<file path="src/hdl/acfp_pkg.sv">
// Package for the additive-checksum frame parser.
// Holds the parser phase codes, result kind codes and the start mark.
// No dependencies.
`timescale 1ns / 1ps
`default_nettype none

package acfp_pkg;

  localparam logic [7:0] START_MARK = 8'h3E;

  typedef enum logic [2:0] {
    PH_HUNT = 3'd0,
    PH_CMD  = 3'd1,
    PH_LEN  = 3'd2,
    PH_HCHK = 3'd3,
    PH_BODY = 3'd4,
    PH_BCHK = 3'd5
  } phase_t;

  typedef enum logic [1:0] {
    KIND_DATA = 2'd0,
    KIND_OK   = 2'd1,
    KIND_HERR = 2'd2,
    KIND_BERR = 2'd3
  } kind_t;

endpackage

`default_nettype wire

</file>
<file path="src/hdl/additive_checksum_frame_parser_core.sv">
// Additive-checksum serial frame parser, top level.
// Depends on acfp_pkg (phase and kind codes, start mark).
//
// Usage:
//   Input channel (in_valid / in_ready / rx_byte) carries one received byte
//   per transfer. The parser hunts for the start mark 0x3E, then takes a
//   command byte, a length byte and a header check byte (command + length
//   mod 256), then "length" payload bytes and a body check byte (8-bit sum
//   of the payload).
//   Output channel (out_valid / out_ready / kind, command_id, data_byte,
//   byte_index, frame_length) carries at most one result per input byte:
//   each payload byte (kind 0), frame accepted (1), header check error (2)
//   or body check error (3). Mark, command, length and a good header check
//   byte give no result.
//   Path: a byte is taken into an input register, then one pass of the
//   parser logic writes the result register, from which the result can
//   transfer when out_ready is high.
//   Throughput: one byte per cycle unless the result register stalls.
//   The loops are the 8-bit running sum, byte counter and phase register.
//   Stall: while the result register holds an untaken result, the input
//   register still fills; a byte that gives no result passes through even
//   then. in_ready drops only when both are full and blocked.
//   Reset (rst, synchronous): parser returns to hunting, sums and counters
//   clear, both stages empty.
`timescale 1ns / 1ps
`default_nettype none

module additive_checksum_frame_parser_core
  import acfp_pkg::*;
(
  input  wire logic       clk,
  input  wire logic       rst,
  input  wire logic       in_valid,
  output logic            in_ready,
  input  wire logic [7:0] rx_byte,
  output logic            out_valid,
  input  wire logic       out_ready,
  output logic [1:0]      kind,
  output logic [7:0]      command_id,
  output logic [7:0]      data_byte,
  output logic [7:0]      byte_index,
  output logic [7:0]      frame_length
);

  // Input register stage
  logic       s1_valid;
  logic [7:0] s1_byte;

  // Parser state
  phase_t     phase, phase_next;
  logic [7:0] frame_command, frame_command_next;
  logic [7:0] body_length, body_length_next;
  logic [7:0] running_sum, running_sum_next;
  logic [7:0] bytes_seen, bytes_seen_next;

  // Result of the current byte
  logic       has_res;
  kind_t      res_kind;
  logic [7:0] res_data;
  logic [7:0] res_idx;

  logic       advance;
  logic       out_free;

  // Result register is free when empty or being drained this cycle.
  assign out_free = !out_valid || out_ready;
  // A byte with no result never needs the output register.
  assign advance  = s1_valid && (out_free || !has_res);
  assign in_ready = !s1_valid || advance;

  always_ff @(posedge clk) begin
    if (rst) begin
      s1_valid <= 1'b0;
    end else if (in_ready) begin
      s1_valid <= in_valid;
    end
    if (in_valid && in_ready) begin
      s1_byte <= rx_byte;
    end
  end

  // Next phase
  always_comb begin
    phase_next = phase;
    unique case (phase)
      PH_CMD:  phase_next = PH_LEN;
      PH_LEN:  phase_next = PH_HCHK;
      PH_HCHK: begin
        if (running_sum != s1_byte) begin
          phase_next = PH_HUNT;
        end else if (body_length == 8'd0) begin
          phase_next = PH_BCHK;
        end else begin
          phase_next = PH_BODY;
        end
      end
      PH_BODY: begin
        if (bytes_seen + 8'd1 == body_length) begin
          phase_next = PH_BCHK;
        end
      end
      PH_BCHK: phase_next = PH_HUNT;
      default: begin
        // hunting, and any unused code
        phase_next = (s1_byte == START_MARK) ? PH_CMD : PH_HUNT;
      end
    endcase
  end

  // Datapath and result
  always_comb begin
    frame_command_next = frame_command;
    body_length_next   = body_length;
    running_sum_next   = running_sum;
    bytes_seen_next    = bytes_seen;
    has_res            = 1'b0;
    res_kind           = KIND_DATA;
    res_data           = 8'd0;
    res_idx            = 8'd0;
    unique case (phase)
      PH_CMD: begin
        frame_command_next = s1_byte;
        running_sum_next   = s1_byte;
      end
      PH_LEN: begin
        body_length_next = s1_byte;
        running_sum_next = running_sum + s1_byte;
      end
      PH_HCHK: begin
        running_sum_next = 8'd0;
        if (running_sum != s1_byte) begin
          has_res  = 1'b1;
          res_kind = KIND_HERR;
        end else begin
          bytes_seen_next = 8'd0;
        end
      end
      PH_BODY: begin
        running_sum_next = running_sum + s1_byte;
        bytes_seen_next  = bytes_seen + 8'd1;
        has_res          = 1'b1;
        res_kind         = KIND_DATA;
        res_data         = s1_byte;
        res_idx          = bytes_seen;
      end
      PH_BCHK: begin
        has_res  = 1'b1;
        res_kind = (running_sum == s1_byte) ? KIND_OK : KIND_BERR;
      end
      default: begin
        if (s1_byte == START_MARK) begin
          running_sum_next = 8'd0;
        end
      end
    endcase
  end

  always_ff @(posedge clk) begin
    if (rst) begin
      phase         <= PH_HUNT;
      frame_command <= 8'd0;
      body_length   <= 8'd0;
      running_sum   <= 8'd0;
      bytes_seen    <= 8'd0;
    end else if (advance) begin
      phase         <= phase_next;
      frame_command <= frame_command_next;
      body_length   <= body_length_next;
      running_sum   <= running_sum_next;
      bytes_seen    <= bytes_seen_next;
    end
  end

  // Result register
  always_ff @(posedge clk) begin
    if (rst) begin
      out_valid <= 1'b0;
    end else if (advance && has_res) begin
      out_valid <= 1'b1;
    end else if (out_ready) begin
      out_valid <= 1'b0;
    end
    if (advance && has_res) begin
      kind         <= res_kind;
      command_id   <= frame_command_next;
      data_byte    <= res_data;
      byte_index   <= res_idx;
      frame_length <= body_length_next;
    end
  end

endmodule

`default_nettype wire

</file>
<file path="config.mk">
export PLATFORM = sky130hd
export DESIGN_NAME = additive_checksum_frame_parser_core
export DESIGN_NICKNAME = d
export VERILOG_FILES = /design/src/hdl/acfp_pkg.sv /design/src/hdl/additive_checksum_frame_parser_core.sv
export SDC_FILE = /design/constraint.sdc
export NUM_CORES = 1
export LEC_CHECK = 0
export ABC_CLOCK_PERIOD_IN_PS = 4150
export BUFFER_PORTS_ARGS = -buffer_cell sky130_fd_sc_hd__buf_2
export CELL_PAD_IN_SITES_DETAIL_PLACEMENT = 0
export CELL_PAD_IN_SITES_GLOBAL_PLACEMENT = 2
export CORE_MARGIN = 2
export CORE_UTILIZATION = 36
export CTS_CLUSTER_SIZE = 24
export DETAILED_ROUTE_END_ITERATION = 8
export GPL_ROUTABILITY_DRIVEN = 0
export PLACE_DENSITY = 0.88
export SLEW_MARGIN = 20
export SYNTH_ARGS = -nofsm -noshare
export SYNTH_HDL_FRONTEND = slang
export SYNTH_SLANG_ARGS = --single-unit
</file>
<file path="constraint.sdc">
create_clock -name clk -period 4.15 [get_ports clk]
set_clock_uncertainty 0.15 [all_clocks]
set_input_delay 0.2075 -clock clk [delete_from_list [all_inputs] [get_ports clk]]
set_output_delay 0.2075 -clock clk [all_outputs]
set_load 0.1 [all_outputs]
</file>
==> results.sh <==
export IMPL_status="completed"
export IMPL_diodes=0
export IMPL_grt_max_degree=38
export IMPL_synth_top_area_frac=0.333
export IMPL_worstPathArrival_ns=2.93
export IMPL_hold_path_class="in -> reg"
export IMPL_placed_area_sq_mm=0.00411
export IMPL_rsz0062_at_grt="false"
export IMPL_cts_root_buf="clkbuf_8"
export IMPL_drive_gt1_frac=0.197
export IMPL_start_util=0.368
export IMPL_die_width_um=107
export IMPL_cts_max_level=3
export IMPL_tightest_slew_ns=0.992
export IMPL_globalRouteMet2Util=0.245
export IMPL_syn_area_sq_mm=0.00379
export IMPL_die_height_um=107
export IMPL_path_max_fanout=6
export IMPL_nets=434
export IMPL_r2r_slack_ns=1.17
export IMPL_syn_to_final_growth_pct=15.3
export IMPL_setup_violations=0
export IMPL_clock_latency_ns=0.35
export IMPL_finalCriticalPeriod_ns=3.29
export IMPL_cts_buffer_depth=2
export IMPL_synth_cells=364
export IMPL_period_share=0.793
export IMPL_synth_edf_count=42
export IMPL_tritoncts="yes"
export IMPL_fp_coreArea_sq_mm=0.0103
export IMPL_synth_flop_cell="edfxtp_1"
export IMPL_r2r_end="phase[2]"
export IMPL_top_usage_layer="met2"
export IMPL_syn_area_per_cell_sq_um=10.4
export IMPL_cts_hold_buf=9
export IMPL_critPathLaunchType="flip-flop"
export IMPL_p_per_area_mw_per_mm2=344
export IMPL_power_mw=1.50
export IMPL_synth_area_leader_cell="edfxtp_1"
export IMPL_relSlewSlack=0.337
export IMPL_cap_violations=0
export IMPL_ys_async_sr_fraction=0
export IMPL_synth_warnings=0
export IMPL_die_area_sq_mm=0.0114
export IMPL_antenna_left=0
export IMPL_track_usage=0.165
export IMPL_ys_seq_area_frac=0.529
export IMPL_synth_nets=386
export IMPL_port_buffers=47
export IMPL_yosys_top_cells_count="nand2_1, edfxtp_1, dfxtp_1"
export IMPL_grt_pass1_wl_um=14500
export IMPL_worstSetupPathType="reg -> out"
export IMPL_synth_most_common_cell="nand2_1"
export IMPL_cts_resized=0
export IMPL_synth_cell_types=57
export IMPL_drt_iter0_drc=117
export IMPL_via_count=2837
export IMPL_cts_sinks=79
export IMPL_met1_usage=0.241
export IMPL_maxSlewViolCount=0
export IMPL_wl_um=8860
export IMPL_drt_wirelength_per_cell_um=16.0
export IMPL_viasPerCell=5.13
export IMPL_use_met3=0.0294
export IMPL_drc_errors=0
export IMPL_final_hold_viol_count=0
export IMPL_dr_pass1_iters=4
export IMPL_post_cts_buffers=0
export IMPL_peakVddDrop_uv=154
export IMPL_synth_area_top_cells="edfxtp_1, dfxtp_1, nand2_1"
export IMPL_min_to="out_valid"
export IMPL_setup_tns_ns=0
export IMPL_ys_seq_elements=79
export IMPL_hold_depth=3
export IMPL_clk_pin_slew_ns=0.08
export IMPL_reg2reg_depth=7
export IMPL_io_pins=48
export IMPL_worstHoldStart="out_ready"
export IMPL_rows=37
export IMPL_required_ns=3.79
export IMPL_cts_made_buffers=9
export IMPL_timing_rr_start="s1_byte[2]"
export IMPL_gr_total_overflow=0
export IMPL_antenna_found_initial=0
export IMPL_dpl_hpwl_um=6090
export IMPL_cp_end_kind="output port"
export IMPL_fmax_mhz=304
export IMPL_grt_pass1_vias=2732
export IMPL_p_leak_nw=1.63
export IMPL_final_cell_area_sq_mm=0.00437
cell type report:
type	instances	area (sq um)
Fill cell	1006	5910
Clock buffer	9	124
Clock inverter	7	40.0
Tap cell	136	170
Timing Repair Buffer	57	333
Multi-Input combinational cell	256	1660
Sequential cell	79	2000
Inverter	9	33.8
worst max-delay path, stage by stage (launching register included):
cell      delay, ns
edfxtp_1       0.50
ha_1           0.46
nor4_4         0.40
a31oi_1        0.13
o21ai_0        0.44
or2_2          0.22
buf_2          0.42
kinds of logic after synthesis:
group	count (synthesis)	share of synthesized area
adders and majority gates	10	0.0350
and+or+nand+nor	132	0.178
AOI/OAI and AO/OA	81	0.138
xor gates and xnor gates	17	0.0393
muxes	16	0.0446
DFF	79	0.529
buffers and inverters	29	0.0354
layout by cell type (no fill, tap or decap), types with 7 or more instances in the layout:
cell type,netlist,layout
mux2i_1,9,9
edfxtp_1,42,42
nor2_1,25,25
nand2_1,46,46
inv_1,9,9
clkbuf_8,0,9
a21oi_1,27,27
mux2_2,7,7
ha_1,9,9
and2_1,18,18
o21ai_0,13,13
buf_2,7,47
dfxtp_1,37,37
dlygate4sd3_1,0,9
nand3_1,9,9
xnor2_1,11,11
a211oi_1,11,11
metrics by stage:
step	hold slack, ns	setup WS, ns	std cells	utilization
floorplan	0.156	0.844	364	-
global placement	0.239	1.28	528	0.400
detailed placement	0.236	1.19	528	0.400
CTS	0.0827	0.855	553	0.425
global route	0.127	0.772	553	0.425
finish	0.0837	0.859	553	0.425
worst max path at each step:
| stage | from | slack, ns | cells past startpoint | end |
|---|---|---|---|---|
| 3_3_place_gp | s1_byte[2] | 1.28 | 7 | phase[2] |
| 5_1_grt | s1_byte[2] | 0.77 | 6 | in_ready |
| 4_1_cts | s1_byte[2] | 0.86 | 6 | in_ready |
| 3_5_place_dp | s1_byte[2] | 1.19 | 7 | phase[2] |
| 6_report | s1_byte[2] | 0.86 | 6 | in_ready |
| 2_1_floorplan | s1_byte[4] | 0.84 | 5 | byte_index[0] |
flip-flops by register name (all words and copies together) (netlist names):
register / cells
body_length: 8
running_sum: 8
out_valid: 1
bytes_seen: 8
phase: 3
frame_length: 8
byte_index: 8
s1_byte: 8
data_byte: 8
s1_valid: 1
command_id: 8
frame_command: 8
kind: 2
metal layers:
| layer | vias to the layer above | routed length (um) |
|---|---|---|
| li1 | 1415 | - |
| met1 | 1322 | 4400 |
| met2 | 90 | 3760 |
| met3 | 10 | 568 |
| met4 | 0 | 132 |
| met5 | - | 0 |
power breakdown:
group | switching, mW | internal, mW
Sequential | 0.0212 | 0.837
Combinational | 0.0918 | 0.0605
Clock | 0.280 | 0.212
Total | 0.393 | 1.11
Note: power is estimated with default switching activity, not from simulation.
